## config.mk

```make
export PLATFORM = sky130hd
export DESIGN_NAME = gn3_fade
export DESIGN_NICKNAME = d
export VERILOG_FILES = /design/src/rtl/core/gn3_pkg.sv /design/src/rtl/core/gn3_fade.sv
export SDC_FILE = /design/constraint.sdc
export NUM_CORES = 2
export LEC_CHECK = 0
export CORE_MARGIN = 2
export CORE_UTILIZATION = 60
export CTS_CLUSTER_DIAMETER = 30
export DETAILED_ROUTE_END_ITERATION = 6
export DONT_BUFFER_PORTS = 1
export PLACE_DENSITY = 0.76
export SLEW_MARGIN = 10
export SYNTH_ARGS = -nofsm -noshare
export SYNTH_HDL_FRONTEND = slang
export SYNTH_SLANG_ARGS = --single-unit
```

## constraint.sdc

```tcl
create_clock -name clock -period 8.4 [get_ports clock]
set_input_delay 1.68 -clock clock [delete_from_list [all_inputs] [get_ports clock]]
set_output_delay 1.68 -clock clock [all_outputs]
set_load 0.01 [all_outputs]
```

## src/rtl/core/gn3_pkg.sv

```systemverilog
package gn3_pkg;

   // Register stages from accept to result register
   localparam int PIPE_DEPTH = 8;
   localparam int NOISE_W    = 18;
   localparam int CELL_W     = 8;
   localparam int CORNERS    = 8;

   typedef logic [CELL_W-1:0] cell_type;
   typedef logic [3:0]        grad_sel_type;

   localparam logic [7:0] PERM_ROM [256] = '{
      8'd151,8'd160,8'd137,8'd91,8'd90,8'd15,8'd131,8'd13,8'd201,8'd95,8'd96,8'd53,8'd194,
      8'd233,8'd7,8'd225,8'd140,8'd36,8'd103,8'd30,8'd69,8'd142,8'd8,8'd99,8'd37,8'd240,
      8'd21,8'd10,8'd23,8'd190,8'd6,8'd148,8'd247,8'd120,8'd234,8'd75,8'd0,8'd26,8'd197,
      8'd62,8'd94,8'd252,8'd219,8'd203,8'd117,8'd35,8'd11,8'd32,8'd57,8'd177,8'd33,8'd88,
      8'd237,8'd149,8'd56,8'd87,8'd174,8'd20,8'd125,8'd136,8'd171,8'd168,8'd68,8'd175,
      8'd74,8'd165,8'd71,8'd134,8'd139,8'd48,8'd27,8'd166,8'd77,8'd146,8'd158,8'd231,
      8'd83,8'd111,8'd229,8'd122,8'd60,8'd211,8'd133,8'd230,8'd220,8'd105,8'd92,8'd41,
      8'd55,8'd46,8'd245,8'd40,8'd244,8'd102,8'd143,8'd54,8'd65,8'd25,8'd63,8'd161,8'd1,
      8'd216,8'd80,8'd73,8'd209,8'd76,8'd132,8'd187,8'd208,8'd89,8'd18,8'd169,8'd200,
      8'd196,8'd135,8'd130,8'd116,8'd188,8'd159,8'd86,8'd164,8'd100,8'd109,8'd198,8'd173,
      8'd186,8'd3,8'd64,8'd52,8'd217,8'd226,8'd250,8'd124,8'd123,8'd5,8'd202,8'd38,8'd147,
      8'd118,8'd126,8'd255,8'd82,8'd85,8'd212,8'd207,8'd206,8'd59,8'd227,8'd47,8'd16,
      8'd58,8'd17,8'd182,8'd189,8'd28,8'd42,8'd223,8'd183,8'd170,8'd213,8'd119,8'd248,
      8'd152,8'd2,8'd44,8'd154,8'd163,8'd70,8'd221,8'd153,8'd101,8'd155,8'd167,8'd43,
      8'd172,8'd9,8'd129,8'd22,8'd39,8'd253,8'd19,8'd98,8'd108,8'd110,8'd79,8'd113,8'd224,
      8'd232,8'd178,8'd185,8'd112,8'd104,8'd218,8'd246,8'd97,8'd228,8'd251,8'd34,8'd242,
      8'd193,8'd238,8'd210,8'd144,8'd12,8'd191,8'd179,8'd162,8'd241,8'd81,8'd51,8'd145,
      8'd235,8'd249,8'd14,8'd239,8'd107,8'd49,8'd192,8'd214,8'd31,8'd181,8'd199,8'd106,
      8'd157,8'd184,8'd84,8'd204,8'd176,8'd115,8'd121,8'd50,8'd45,8'd127,8'd4,8'd150,
      8'd254,8'd138,8'd236,8'd205,8'd93,8'd222,8'd114,8'd67,8'd29,8'd24,8'd72,8'd243,
      8'd141,8'd128,8'd195,8'd78,8'd66,8'd215,8'd61,8'd156,8'd180};

   // Hash modulo twelve: quotient by reciprocal 171/2048, exact for 8-bit input
   function automatic grad_sel_type grad_sel(input logic [7:0] h);
      logic [15:0] prod;
      logic [4:0]  quo;
      logic [8:0]  rem;
      prod = 16'(h) * 16'd171;
      quo  = prod[15:11];
      rem  = 9'(h) - 9'(quo) * 9'd12;
      return rem[3:0];
   endfunction

endpackage

```

## src/rtl/core/gn3_fade.sv

```systemverilog
module gn3_fade #(
   parameter int FRAC_BITS = 16
) (
   input  logic                 clock,
   input  logic                 en,
   input  logic [FRAC_BITS-1:0] frac,
   output logic [FRAC_BITS:0]   fade
);
   import gn3_pkg::*;

   localparam int F  = FRAC_BITS;
   localparam int QW = F + 6;
   localparam int PW = 2*F + 8;
   localparam int RW = PW - F;
   localparam logic [2*F:0]   HALF2 = (2*F+1)'(1) << (F-1);
   localparam logic [2*F+1:0] HALF3 = (2*F+2)'(1) << (F-1);
   localparam logic [PW-1:0]  HALFP = PW'(1) << (F-1);
   localparam logic [F:0]     ONE   = (F+1)'(1) << F;

   logic [F:0]           t2_ff, t3_in, t3_ff;
   logic [F-1:0]         f1_ff;
   logic signed [QW-1:0] q_in, q_ff;
   logic signed [RW-1:0] r_in, r_ff;
   logic [F:0]           fade_in, fade_ff;
   logic [2*F:0]         sq;
   logic [2*F+1:0]       cu;
   logic signed [PW-1:0] pr;

   // Stage 1: square, rounded
   always_ff @(posedge clock) begin
      if (en) begin
         t2_ff <= sq[2*F:F];
         f1_ff <= frac;
      end
   end
   assign sq = (2*F+1)'(frac) * (2*F+1)'(frac) + HALF2;

   // Stage 2: cube and the quadratic factor
   assign cu    = (2*F+2)'(t2_ff) * (2*F+2)'(f1_ff) + HALF3;
   assign t3_in = cu[F:0] == '0 ? cu[2*F:F] : cu[2*F:F];
   assign q_in  = QW'(6) * $signed(QW'(t2_ff)) - QW'(15) * $signed(QW'(f1_ff))
                + QW'(10) * $signed(QW'(ONE));
   always_ff @(posedge clock) begin
      if (en) begin
         t3_ff <= t3_in;
         q_ff  <= q_in;
      end
   end

   // Stage 3: final product, rounded
   assign pr   = $signed(PW'(t3_ff)) * PW'(q_ff) + $signed(HALFP);
   assign r_in = RW'(pr >>> F);
   always_ff @(posedge clock) begin
      if (en) r_ff <= r_in;
   end

   // Stage 4: limit to 0..ONE
   always_comb begin
      if (r_ff < 0) fade_in = '0;
      else if (r_ff > $signed(RW'(ONE))) fade_in = ONE;
      else fade_in = r_ff[F:0];
   end
   always_ff @(posedge clock) begin
      if (en) fade_ff <= fade_in;
   end

   assign fade = fade_ff;

endmodule

```

# Yosys cells after proc, flatten, opt, wreduce, memory -nomap -nowiden
# Index checks and enable logic that the tools add are counted.
# W data, S select, Z words.
# op_classes
add_sub_neg	5
multipliers	5
order_cmp	2
muxes	1
n_reduce_logical	1
# op_table
op	count
$add A40 B17 Y40 const B	1
$mul A18 B22 Y40	1
$add A32 B16 Y33 const B	1
$add A33 B16 Y33 const B	1
$mul A17 B16 Y33	1
$mul A16 B16 Y32	1
$gt A24 B18 Y1 const B	1
$lt A24 B1 Y1 const B	1
$add A21 B21 Y22 const B	1
$sub A20 B20 Y21	1
$mul A4 B16 Y20 const A	1
$mul A2 B17 Y19 const A	1
$mux W17	1
$reduce_or A2 Y1	1
# totals
regBits	113
input_bits	18
out_inout_bits	17
elab_cells	21

# Longest topological paths before layout
# logic_depth
word_depth	3
mapped_depth	25
ltp_nobuf	24

# Least setup slack after synthesis
# Ideal clock, no wire load.
# synth_path
kind	input port to flip-flop
startpoint	in frac[1]
endpoint	reg t2_ff[16] (data pin)
setup_ps	262
arrival_time_ps	7214
required_ps	8138
path_slack_ps	924
path_stages	23
n_path_buf	2
path_cell_list	buf_2 > clkbuf_1 > nand2_1 > fa_1 > fa_1 > fa_1 > inv_1 > fa_1 > fa_1 > inv_1 > fa_1 > inv_1 > ha_1 > a21o_1 > a21oi_1 > nor4b_1 > a211oi_1 > o21ai_0 > o21a_1 > o21ai_0 > nor4_1 > nor3_1 > xnor2_1
# synth_via
elab_chain_len	2
# synth_lines
item	line	source
start: declaration	gn3_fade.sv:6	input logic [FRAC_BITS-1:0] frac,
$mul A16 B16 Y32	gn3_fade.sv:36	assign sq = (2*F+1)'(frac) * (2*F+1)'(frac) + HALF2;
$add A32 B16 Y33	gn3_fade.sv:36	
named net sq[32]	gn3_fade.sv:25	logic [2*F:0] sq;
end signal: assignment	gn3_fade.sv:32	t2_ff <= sq[2*F:F];
end: declaration	gn3_fade.sv:20	logic [F:0] t2_ff, t3_in, t3_ff;
# The timed path passes the listed nets, and every way through them passes these cells.
# A chain may end at the register's enable or synchronous reset.

# Worst setup path in the final report
# layout_path
startpoint	reg t3_ff[4]
endpoint	reg r_ff[18] (data pin)
# layout_via
elab_chain_len	2
# layout_lines
item	line	source
start: declaration	gn3_fade.sv:20	
start signal: assignment	gn3_fade.sv:45	t3_ff <= t3_in;
$mul A18 B22 Y40	gn3_fade.sv:51	assign pr = $signed(PW'(t3_ff)) * PW'(q_ff) + $signed(HALFP);
$add A40 B17 Y40	gn3_fade.sv:51	
named net pr[34]	gn3_fade.sv:27	logic signed [PW-1:0] pr;
end signal: assignment	gn3_fade.sv:54	if (en) r_ff <= r_in;
end: declaration	gn3_fade.sv:23	logic signed [RW-1:0] r_in, r_ff;
# The timed path passes the listed nets, and every way through them passes these cells.

==> impl_metrics.py <==
metrics = {
    "run_status": {
        "outcome": "completed",
    },
    "sta": {
        "setup_violations": 0,
        "timing.final.max_slew_violations": 0,
        "period_share_pct": 86.6,
        "worst_clock_skew_ns": 0.0209,
        "fmax_ghz": 0.137,
        "slew_headroom_pct": 26.9,
        "worstMarginPinSlew_ns": 1.10,
        "hold_viol_final": 0,
        "min_period_ns": 7.27,
        "finalSetupTns_ns": 0,
        "rsz0062_at_grt": "false",
    },
    "synthesis": {
        "synth-edff-count": 113,
        "synth-seq-area-share_pct": 9.61,
        "ys_ff_latch": 113,
        "syn_nets": 4852,
        "syn-cell-area_sq_um": 35300,
        "synthArstFlopShare_pct": 0,
        "avgSynthCellArea_sq_um": 9.66,
        "synth_ff_type": "edfxtp_1",
        "ys_types": 52,
        "netlist_instances": 3652,
        "yosys_warnings": 0,
    },
    "worst_setup_path": {
        "worstSetupStartpointType": "flip-flop",
        "r2r-start": "t3_ff[4]$_DFFE_PP_",
        "critPathKind": "reg -> reg",
        "crit_required_ns": 8.61,
        "worstPathMaxFanout": 22,
        "crit_arrival_ns": 7.48,
        "end_kind": "flip-flop",
        "worstSetupStartpoint": "t3_ff[4]$_DFFE_PP_",
    },
    "global_routing": {
        "grt_pass1_vias": 25800,
        "grt_remaining_overflow": 0,
        "grt_usage_pct": 26.0,
        "grt_max_degree": 114,
        "grt_first_pass_wirelength_mm": 125,
        "antenna_found_initial": 1,
    },
    "floorplanning": {
        "num_rows": 88,
        "die_w_um": 247,
        "coreArea_sq_um": 57900,
        "chipHeight_um": 247,
        "start_util_pct": 60.9,
        "ios": 35,
        "die-area_sq_um": 60800,
    },
    "clock_network": {
        "path_clk_slew_ns": 0.06,
        "cts_resized": 0,
        "cts.sinks": 113,
        "cts_max_path_buffers": 2,
        "cts_tree": "done",
        "postCtsSetupBuffers": 0,
        "cts_buffers": 17,
        "cts-root-buf": "clkbuf_16",
        "cts_hold_buf": 0,
        "clk_latency_ns": 0.47,
        "h-tree-depth": 4,
    },
    "layout": {
        "instances_no_fill": 4366,
        "final_nets": 4788,
        "layout-drive-gt1-share_pct": 2.08,
        "area_growth_pct": 3.82,
        "n_antenna_cell": 0,
    },
    "route": {
        "drcViolationCount": 0,
        "drt-wirelength-per-cell_um": 16.6,
        "vias": 23200,
        "vias_per_cell": 5.32,
        "routed_wl_mm": 72.3,
        "drtIter0Drc": 1148,
        "firstDrtPassIters": 5,
        "postRouteAntennaNets": 0,
    },
    "min_path": {
        "hold_path.class": "reg -> reg",
        "hold_start": "r_ff[15]$_DFFE_PP_",
    },
    "placement": {
        "portBuffers": 0,
        "gp_congestion": 0.847,
        "dp_cells": 4334,
        "place_hpwl_mm": 59.3,
    },
    "flow_run": {
        "maxCapViolCount": 0,
    },
}
-- synth_stat cells, types with 5 or more instances --
master	instances	area, sq um
inv_1	993	3730
fa_1	785	15700
and2_1	429	2680
ha_1	397	4970
nand2_1	369	1390
edfxtp_1	113	3390
clkbuf_1	107	402
xnor2_1	72	631
a21oi_1	58	290
nor2_1	54	203
a21o_1	40	300
xor2_1	28	245
o21ai_0	26	130
nand3_1	20	100
o21a_1	19	143
nor3_1	16	80.1
nor2b_1	12	75.1
a31oi_1	11	68.8
or2_2	10	62.6
and3_1	9	56.3
nand4_1	8	50.1
a211oi_1	7	52.6
o21bai_1	7	52.6
nor4_1	6	37.5
o31ai_1	6	45.0
a211o_1	5	43.8
nand2b_1	5	31.3
or3_1	5	31.3
-- layout make-up --
cell class                      count  area, sq um
Tap cell                          765          957
Fill cell                        4739        21300
Inverter                          993         3730
Sequential cell                   113         3390
Clock inverter                     15          181
Clock buffer                       17          425
Multi-Input combinational cell   2437        27800
Timing Repair Buffer               26          195
-- registers in the layout, summed over array words and instances (netlist names) --
name / count
f1_ff: 16
r_ff: 24
t2_ff: 17
q_ff: 22
t3_ff: 17
fade: 17
-- placed cells by master, fill, tap and decap left out, types with 28 or more instances in the layout --
master	synthesis	routed
inv_1	993	993
fa_1	785	785
and2_1	429	429
ha_1	397	397
nand2_1	369	369
edfxtp_1	113	113
xnor2_1	72	72
a21oi_1	58	58
nor2_1	54	54
a21o_1	40	40
xor2_1	28	28
-- cells by family after synthesis --
kind of cell    after synthesis  synth area share, %
fa+ha+maj                  1182                 58.6
buf+inv                    1102                 11.7
simple gates                950                 13.8
compound gates              204                 3.80
flops                       113                 9.61
xor+xnor                    100                 2.48
mux                           1               0.0319
-- worst max-delay path: stages, from the launching register on --
cell	delay, ns
edfxtp_1	0.86
nand2_1	0.18
fa_1	0.56
fa_1	0.52
fa_1	0.53
inv_1	0.06
fa_1	0.49
fa_1	0.49
inv_1	0.05
fa_1	0.48
inv_1	0.05
ha_1	0.29
a222oi_1	0.31
nand2_1	0.09
a31oi_1	0.44
or3_1	0.25
a31oi_1	0.27
a211o_1	0.47
a21o_1	0.21
or2_2	0.28
xor2_1	0.14
-- routing by layer --
layer  wire (um)  share of wire, %  global-route usage (%)  vias up
met4        1560               2.2                    6.50        0
li1            -                 -                       -    10700
met1       31000                43                    34.6    11800
met2       35800                49                    45.4      607
met5           0                 0                       0        -
met3        3980               5.5                    3.30      124
-- path summary, 6_finish.rpt --
check	end	slack, ns	cells after the start
max	r_ff[18]$_DFFE_PP_	1.13	20
min	fade[15]$_SDFFCE_PP0P_	0.56	1
max reg2reg	r_ff[18]$_DFFE_PP_	1.13	20
min reg2reg	fade[15]$_SDFFCE_PP0P_	0.56	1
-- through the flow --
step / setup slack, ns / hold WS (ns) / utilization, % / area [sq um]
2_1_floorplan: 0.924 / 0.525 / - / 35300
6_report: 1.13 / 0.556 / 63.3 / 36600
5_1_grt: 0.706 / 0.579 / 63.3 / 36600
3_5_place_dp: 0.797 / 0.546 / 62.2 / 36000
3_3_place_gp: 0.833 / 0.535 / 62.2 / 36000
4_1_cts: 1.14 / 0.560 / 63.3 / 36600
Power is not shown: default switching activity piles up to over one toggle a cycle in this logic, so the estimate is an artifact.
