**config.mk**
```make
export PLATFORM = sky130hd
export DESIGN_NAME = gn3_hash
export DESIGN_NICKNAME = d
export VERILOG_FILES = /design/src/rtl/core/gn3_pkg.sv /design/src/rtl/core/gn3_hash.sv
export SDC_FILE = /design/constraint.sdc
export NUM_CORES = 2
export LEC_CHECK = 0
export ABC_AREA = 1
export BUFFER_PORTS_ARGS = -buffer_cell sky130_fd_sc_hd__buf_2
export CAP_MARGIN = 10
export CORE_UTILIZATION = 45
export CTS_BUF_LIST = sky130_fd_sc_hd__clkbuf_4 sky130_fd_sc_hd__clkbuf_8 sky130_fd_sc_hd__clkbuf_16
export CTS_CLUSTER_DIAMETER = 50
export DETAILED_ROUTE_END_ITERATION = 8
export HOLD_SLACK_MARGIN = 0.15
export PLACE_DENSITY = 0.62
export SLEW_MARGIN = 20
export SYNTH_ARGS = -nofsm -noshare
export SYNTH_HDL_FRONTEND = slang
export SYNTH_SLANG_ARGS = --single-unit
```
**constraint.sdc**
```tcl
create_clock -name clock -period 4.6 [get_ports clock]
set_input_delay 0.46 -clock clock [delete_from_list [all_inputs] [get_ports clock]]
set_output_delay 0.46 -clock clock [all_outputs]
set_load 0.02 [all_outputs]
```
**src/rtl/core/gn3_pkg.sv**
```systemverilog
package gn3_pkg;

   // Register stages from accept to result register
   localparam int PIPE_DEPTH = 8;
   localparam int NOISE_W    = 18;
   localparam int CELL_W     = 8;
   localparam int CORNERS    = 8;

   typedef logic [CELL_W-1:0] cell_type;
   typedef logic [3:0]        grad_sel_type;

   localparam logic [7:0] PERM_ROM [256] = '{
      8'd151,8'd160,8'd137,8'd91,8'd90,8'd15,8'd131,8'd13,8'd201,8'd95,8'd96,8'd53,8'd194,
      8'd233,8'd7,8'd225,8'd140,8'd36,8'd103,8'd30,8'd69,8'd142,8'd8,8'd99,8'd37,8'd240,
      8'd21,8'd10,8'd23,8'd190,8'd6,8'd148,8'd247,8'd120,8'd234,8'd75,8'd0,8'd26,8'd197,
      8'd62,8'd94,8'd252,8'd219,8'd203,8'd117,8'd35,8'd11,8'd32,8'd57,8'd177,8'd33,8'd88,
      8'd237,8'd149,8'd56,8'd87,8'd174,8'd20,8'd125,8'd136,8'd171,8'd168,8'd68,8'd175,
      8'd74,8'd165,8'd71,8'd134,8'd139,8'd48,8'd27,8'd166,8'd77,8'd146,8'd158,8'd231,
      8'd83,8'd111,8'd229,8'd122,8'd60,8'd211,8'd133,8'd230,8'd220,8'd105,8'd92,8'd41,
      8'd55,8'd46,8'd245,8'd40,8'd244,8'd102,8'd143,8'd54,8'd65,8'd25,8'd63,8'd161,8'd1,
      8'd216,8'd80,8'd73,8'd209,8'd76,8'd132,8'd187,8'd208,8'd89,8'd18,8'd169,8'd200,
      8'd196,8'd135,8'd130,8'd116,8'd188,8'd159,8'd86,8'd164,8'd100,8'd109,8'd198,8'd173,
      8'd186,8'd3,8'd64,8'd52,8'd217,8'd226,8'd250,8'd124,8'd123,8'd5,8'd202,8'd38,8'd147,
      8'd118,8'd126,8'd255,8'd82,8'd85,8'd212,8'd207,8'd206,8'd59,8'd227,8'd47,8'd16,
      8'd58,8'd17,8'd182,8'd189,8'd28,8'd42,8'd223,8'd183,8'd170,8'd213,8'd119,8'd248,
      8'd152,8'd2,8'd44,8'd154,8'd163,8'd70,8'd221,8'd153,8'd101,8'd155,8'd167,8'd43,
      8'd172,8'd9,8'd129,8'd22,8'd39,8'd253,8'd19,8'd98,8'd108,8'd110,8'd79,8'd113,8'd224,
      8'd232,8'd178,8'd185,8'd112,8'd104,8'd218,8'd246,8'd97,8'd228,8'd251,8'd34,8'd242,
      8'd193,8'd238,8'd210,8'd144,8'd12,8'd191,8'd179,8'd162,8'd241,8'd81,8'd51,8'd145,
      8'd235,8'd249,8'd14,8'd239,8'd107,8'd49,8'd192,8'd214,8'd31,8'd181,8'd199,8'd106,
      8'd157,8'd184,8'd84,8'd204,8'd176,8'd115,8'd121,8'd50,8'd45,8'd127,8'd4,8'd150,
      8'd254,8'd138,8'd236,8'd205,8'd93,8'd222,8'd114,8'd67,8'd29,8'd24,8'd72,8'd243,
      8'd141,8'd128,8'd195,8'd78,8'd66,8'd215,8'd61,8'd156,8'd180};

   // Hash modulo twelve: quotient by reciprocal 171/2048, exact for 8-bit input
   function automatic grad_sel_type grad_sel(input logic [7:0] h);
      logic [15:0] prod;
      logic [4:0]  quo;
      logic [8:0]  rem;
      prod = 16'(h) * 16'd171;
      quo  = prod[15:11];
      rem  = 9'(h) - 9'(quo) * 9'd12;
      return rem[3:0];
   endfunction

endpackage

```
**src/rtl/core/gn3_hash.sv**
```systemverilog
module gn3_hash #(
   parameter int FRAC_BITS = 16
) (
   input  logic                 clock,
   input  logic                 en,
   input  gn3_pkg::cell_type    cell_x,
   input  gn3_pkg::cell_type    cell_y,
   input  gn3_pkg::cell_type    cell_z,
   input  logic [FRAC_BITS-1:0] frac_x,
   input  logic [FRAC_BITS-1:0] frac_y,
   input  logic [FRAC_BITS-1:0] frac_z,
   output logic [7:0]           hash   [8],
   output logic [FRAC_BITS-1:0] fx_out,
   output logic [FRAC_BITS-1:0] fy_out,
   output logic [FRAC_BITS-1:0] fz_out
);
   import gn3_pkg::*;

   logic [7:0]           a_ff [2];
   cell_type             cx1_ff, cy1_ff, cx2_ff;
   logic [7:0]           b_ff [4];
   logic [7:0]           h_ff [8];
   logic [FRAC_BITS-1:0] f1_ff [3];
   logic [FRAC_BITS-1:0] f2_ff [3];
   logic [FRAC_BITS-1:0] f3_ff [3];

   // Stage 1: look up z corners
   always_ff @(posedge clock) begin
      if (en) begin
         a_ff[0] <= PERM_ROM[cell_z];
         a_ff[1] <= PERM_ROM[cell_z + 8'd1];
         cx1_ff  <= cell_x;
         cy1_ff  <= cell_y;
         f1_ff[0] <= frac_x;
         f1_ff[1] <= frac_y;
         f1_ff[2] <= frac_z;
      end
   end

   // Stage 2: fold in y, index {y,z}
   always_ff @(posedge clock) begin
      if (en) begin
         for (int j = 0; j < 2; j++) begin
            for (int k = 0; k < 2; k++) begin
               b_ff[j*2+k] <= PERM_ROM[cy1_ff + 8'(j) + a_ff[k]];
            end
         end
         cx2_ff <= cx1_ff;
         f2_ff  <= f1_ff;
      end
   end

   // Stage 3: fold in x, index {x,y,z}
   always_ff @(posedge clock) begin
      if (en) begin
         for (int i = 0; i < 2; i++) begin
            for (int jk = 0; jk < 4; jk++) begin
               h_ff[i*4+jk] <= PERM_ROM[cx2_ff + 8'(i) + b_ff[jk]];
            end
         end
         f3_ff <= f2_ff;
      end
   end

   assign hash   = h_ff;
   assign fx_out = f3_ff[0];
   assign fy_out = f3_ff[1];
   assign fz_out = f3_ff[2];

endmodule

```
# --- Word-level counts from Yosys, hierarchy flattened ---
# Memories as Yosys holds them, arrays and structs flattened. A register that Yosys moved wholly into a read port is not among the register bits.
# Cells that the tools add are included.
word_totals:
  register_bits: 168
  mem_bits_rw: 48
  rom_bits: 28672
  word_cells: 77
  memories: 16
memory_table:
  columns: ["memory", "words", "width", "read_ports", "rd_clocked_by_memory_dff", "write_ports", "line", "rtl"]
  rows:
  - ["(name not given)", 256, 8, 1, 1, 0, "gn3_hash.sv:58", "h_ff[i*4+jk] <= PERM_ROM[cx2_ff + 8'(i) + b_ff[jk]];"]
  - ["(name not given)", 256, 8, 1, 1, 0, "gn3_hash.sv:58", null]
  - ["(name not given)", 256, 8, 1, 1, 0, "gn3_hash.sv:58", null]
  - ["(name not given)", 256, 8, 1, 1, 0, "gn3_hash.sv:58", null]
  - ["(name not given)", 256, 8, 1, 1, 0, "gn3_hash.sv:58", null]
  - ["(name not given)", 256, 8, 1, 1, 0, "gn3_hash.sv:58", null]
  - ["10 more memories", null, null, null, null, null, null, null]
op_classes:
  add_sub_neg: 15
  magnitude_cmp: 6
  muxes: 14
  bitwise_logic: 14
ops:
  columns: ["cell", "n"]
  rows:
  - ["$not A8 Y9", 14]
  - ["$add A8 B8 Y8", 12]
  - ["$mux W8", 12]
  - ["$ge A9 B9 Y1 const B", 6]
  - ["$add A8 B1 Y8 const B", 3]
  - ["$mux W1", 2]

# --- Longest topological paths before layout ---
depth:
  ltp_word: 6
  mapped_depth: 20
  ltp_nobuf: 18

# --- Worst setup path before layout ---
# Ideal clock, no wire load.
synth_path:
  kind: "reg-to-reg"
  start: "register cx2_ff[1]"
  end: "register h_ff (netlist bit hash[10]) (data pin)"
  t_arrival_ns: 3.521
  setup_slack_ns: 0.825
  stages_incl_launch_ff: 19
  period_less_slack_ns: 3.775
  path_cell_list: "edfxtp_1 -> ha_1 -> inv_1 -> fa_1 -> clkbuf_1 -> inv_1 -> ha_1 -> inv_1 -> nand3_1 -> clkbuf_1 -> nand2_1 -> nand3_1 -> nand2_1 -> nand2_1 -> nand3_1 -> nand3_1 -> nand2_1 -> nand2_1 -> nand2_1"
synth_between:
  elab_chain_len: 3
synth_lines:
  columns: ["item", "line", "rtl"]
  rows:
  - ["from (decl)", "gn3_hash.sv:20", "cell_type cx1_ff, cy1_ff, cx2_ff;"]
  - ["from (signal assigned)", "gn3_hash.sv:48", "cx2_ff <= cx1_ff;"]
  - ["$add A8 B1 Y8", "gn3_hash.sv:58", null]
  - ["$add A8 B8 Y8", "gn3_hash.sv:58", null]
  - ["$not A8 Y9 (not written as such)", "gn3_hash.sv:58", null]
  - ["to (decl)", "gn3_hash.sv:22", "logic [7:0] h_ff [8];"]
# No other way between the ends.
# A chain may end at the register's enable or synchronous reset.

# --- Worst setup path after layout ---
layout_path:
  start: "register cx2_ff[0]"
  end: "register h_ff (netlist bit hash[7]) (data pin)"
# Same word-level chain as after synthesis.

==> impl_metrics.json <==
{
  "synth_fa_ha_area_frac": 0.0667,
  "r2r_slack_ns": 0.34,
  "r2r-end": "hash[7]",
  "grt_max_degree": 103,
  "critPathSlowestCell": "buf_4",
  "cts_tree": "yes",
  "finalWirelength_mm": 304,
  "syn_area_per_cell_um2": 5.24,
  "path_common_cell": "nand2_1",
  "die_area_um2": 140000,
  "vias_per_cell": 6.22,
  "synth_top_family_by_area": "simple AND/OR/NAND/NOR gates",
  "drc": 1,
  "start_kind": "register",
  "wl_per_cell_um": 22.5,
  "postRouteAntennaNets": 0,
  "synth-simple-area-share": 0.629,
  "max_stage_delay_ns": 0.83,
  "drive_above_1_share": 0.0686,
  "ys.flop_type": "edfxtp_1",
  "crit_family": "simple AND/OR/NAND/NOR gates",
  "htreeDepth": 2,
  "end_kind": "register",
  "worstPathMaxFanout": 95,
  "cts_resized": 0,
  "gp_congestion": 1.05,
  "finalSetupViolations": 0,
  "grt_pass1_wl_mm": 464,
  "yosysWarningCount": 0,
  "clk_pin_slew_worst_paths_ns": 0.06,
  "yosysMostFrequentCell": "nand2_1",
  "dp_hpwl_mm": 209,
  "synthArstFlopShare": 0,
  "synth_cells": 11900,
  "yosys.area_share.xor_xnor": 0.0118,
  "cap_violations": 0,
  "clock_latency_ns": 0.67,
  "crit_arrival_ns": 4.78,
  "fp.dieW_um": 374,
  "ys_top_cells_by_area": "nand2_1 (32%), nand3_1 (27%), edfxtp_1 (14%)",
  "synth_compound_area_frac": 0.0381,
  "synthMuxAreaShare": 0,
  "antenna_found_initial": 11,
  "violations": "design-rule violations",
  "reg2reg_depth": 14,
  "cts_setup_buffers": 0,
  "grt_pass1_vias": 77000,
  "cp.required_ns": 5.12,
  "coreArea_um2": 137000,
  "root_buffer": "clkbuf_16",
  "synth_commonest_cells": "nand2_1 (5233), nand3_1 (3381), inv_1 (935)",
  "core.rowCount": 136,
  "finalSetupTns_ns": 0,
  "ys_ff_latch": 280,
  "synth_area_um2": 62200,
  "synth_edf_count": 280,
  "nNetsFinal": 12100,
  "vias": 84300,
  "cts_max_path_buffers": 3,
  "synth_top_area_frac": 0.316,
  "fin_crit_ns": 4.26,
  "r2r_start": "cx2_ff[0]",
  "fin_worst_skew_ns": 0.0547,
  "synth_fp_nets": 12300,
  "worstHoldStart": "cell_x[0]",
  "finalMaxSlewViolations": 0,
  "synth_top_area_cell": "nand2_1",
  "min_to": "cx1_ff[0]",
  "die_y_um": 374,
  "critical_path_class": "register to register",
  "syn_to_final_growth_pct": 7.84,
  "whs_path_depth": 1,
  "hold_viol_final": 0,
  "status": "complete, but fails checks",
  "critPathBufInv": 1,
  "max_freq_ghz": 0.235,
  "fillers": 15500,
  "yosysUniqueCellTypes": 48,
  "relSlewSlack": 0.189,
  "hold_class": "input port to register",
  "overflow": 0,
  "start_util": 0.453,
  "rsz0062_at_grt": "false",
  "worst_pin_slew_ns": 1.21,
  "crit_chain": "ha_1 -> xor2_1 -> ha_1 -> nand2_1 -> nand4_1 -> buf_4 -> nand3_1 -> nand2_1 -> nand2_1 -> nand3_1 -> nand3_1 -> nand2_1 -> nand2_1 -> nand2_1",
  "drt_pre_antenna_iters": 9,
  "port_buffers": 185,
  "grtUsageTotal": 0.416,
  "io_pins": 186,
  "cts_sinks": 280,
  "drtIter0Drc": 15100,
  "numCtsBuffers": 51,
  "yosysSeqAreaShare": 0.135,
  "finalCritPeriodShare": 0.927,
  "postCtsHoldBufs": 63
}
-- logic make-up (layout without fill, tap and decap cells) --
logic type / after synthesis / count (layout)
AO/OA/AOI/OAI: 398 / 398
AND/OR/NAND/NOR: 9045 / 9045
flip-flops: 280 / 280
other: 0 / 8
XOR/XNOR: 62 / 62
buffers and inverters: 1759 / 1630
adder cells (fa/ha/maj): 324 / 324
-- worst max-delay path by stage --
stage / start / to / slack (ns) / depth (start not counted)
final: cx2_ff[0] / hash[7] / 0.34 / 14
after global routing: cx2_ff[0] / hash[5] / 0.11 / 14
after CTS: cx2_ff[0] / hash[7] / 0.51 / 13
after detailed placement: cx2_ff[0] / hash[7] / 0.53 / 13
after global placement: cx2_ff[0] / hash[5] / 0.55 / 16
after floorplan: cx2_ff[1] / hash[10] / 0.83 / 18
-- per-layer routing --
layer	vias up	routed length [um]	part of all wire	track usage
met3	1312	39800	0.13	0.0930
met4	6	21000	0.069	0.251
li1	38400	-	-	-
met1	37900	117000	0.38	0.551
met5	-	29	0.000095	0
met2	6656	127000	0.42	0.613
-- metrics by stage --
step	setup slack, ns	std cells	area (um2)	util	hold WS [ns]
3_3_place_gp	0.549	13400	64500	0.470	0.400
6_report	0.336	13500	67000	0.488	0.220
2_1_floorplan	0.825	11900	62200	-	0.400
3_5_place_dp	0.529	13400	64500	0.470	0.405
5_1_grt	0.114	13500	67000	0.488	0.190
4_1_cts	0.512	13500	67000	0.488	0.168
-- placed cells by master (no fill, tap or decap), drive strengths merged, types with 7 or more instances in the layout --
cell type | netlist | layout
clkinv | 5 | 21
xnor2 | 9 | 9
o211ai | 72 | 72
nor3 | 14 | 14
o22ai | 10 | 10
buf | 530 | 500
diode | 0 | 8
clkbuf | 255 | 53
edfxtp | 280 | 280
nand3 | 3402 | 3402
dlygate4sd3 | 0 | 63
nand3b | 60 | 60
nand4 | 97 | 97
o21ai | 184 | 184
inv | 969 | 984
ha | 312 | 312
fa | 12 | 12
a21boi | 7 | 7
a21oi | 98 | 98
xor2 | 53 | 53
nor2 | 159 | 159
nand2 | 5306 | 5306
-- layout make-up --
type | instances | area (um2) | share of cell area
clock buffers | 53 | 1290 | 0.0193
well taps | 1794 | 2240 | 0.0335
flip-flops and latches | 280 | 8410 | 0.125
diodes | 8 | 20.0 | 0.000299
clock inverters | 40 | 548 | 0.00817
inverters | 974 | 3660 | 0.0545
multi-input cells | 9829 | 46400 | 0.693
repair buffers | 563 | 4440 | 0.0663
-- sequential cells by signal (all words and copies together) (netlist names) --
signal,cells
cx1_ff,8
hash,64
f1_ff,48
f2_ff,48
fy_out,16
b_ff,32
a_ff,16
fx_out,16
cx2_ff,8
fz_out,16
cy1_ff,8
Power is left out: the tool's default activity adds up to more than one toggle a clock period on the data nets, which glitch-free logic cannot reach.
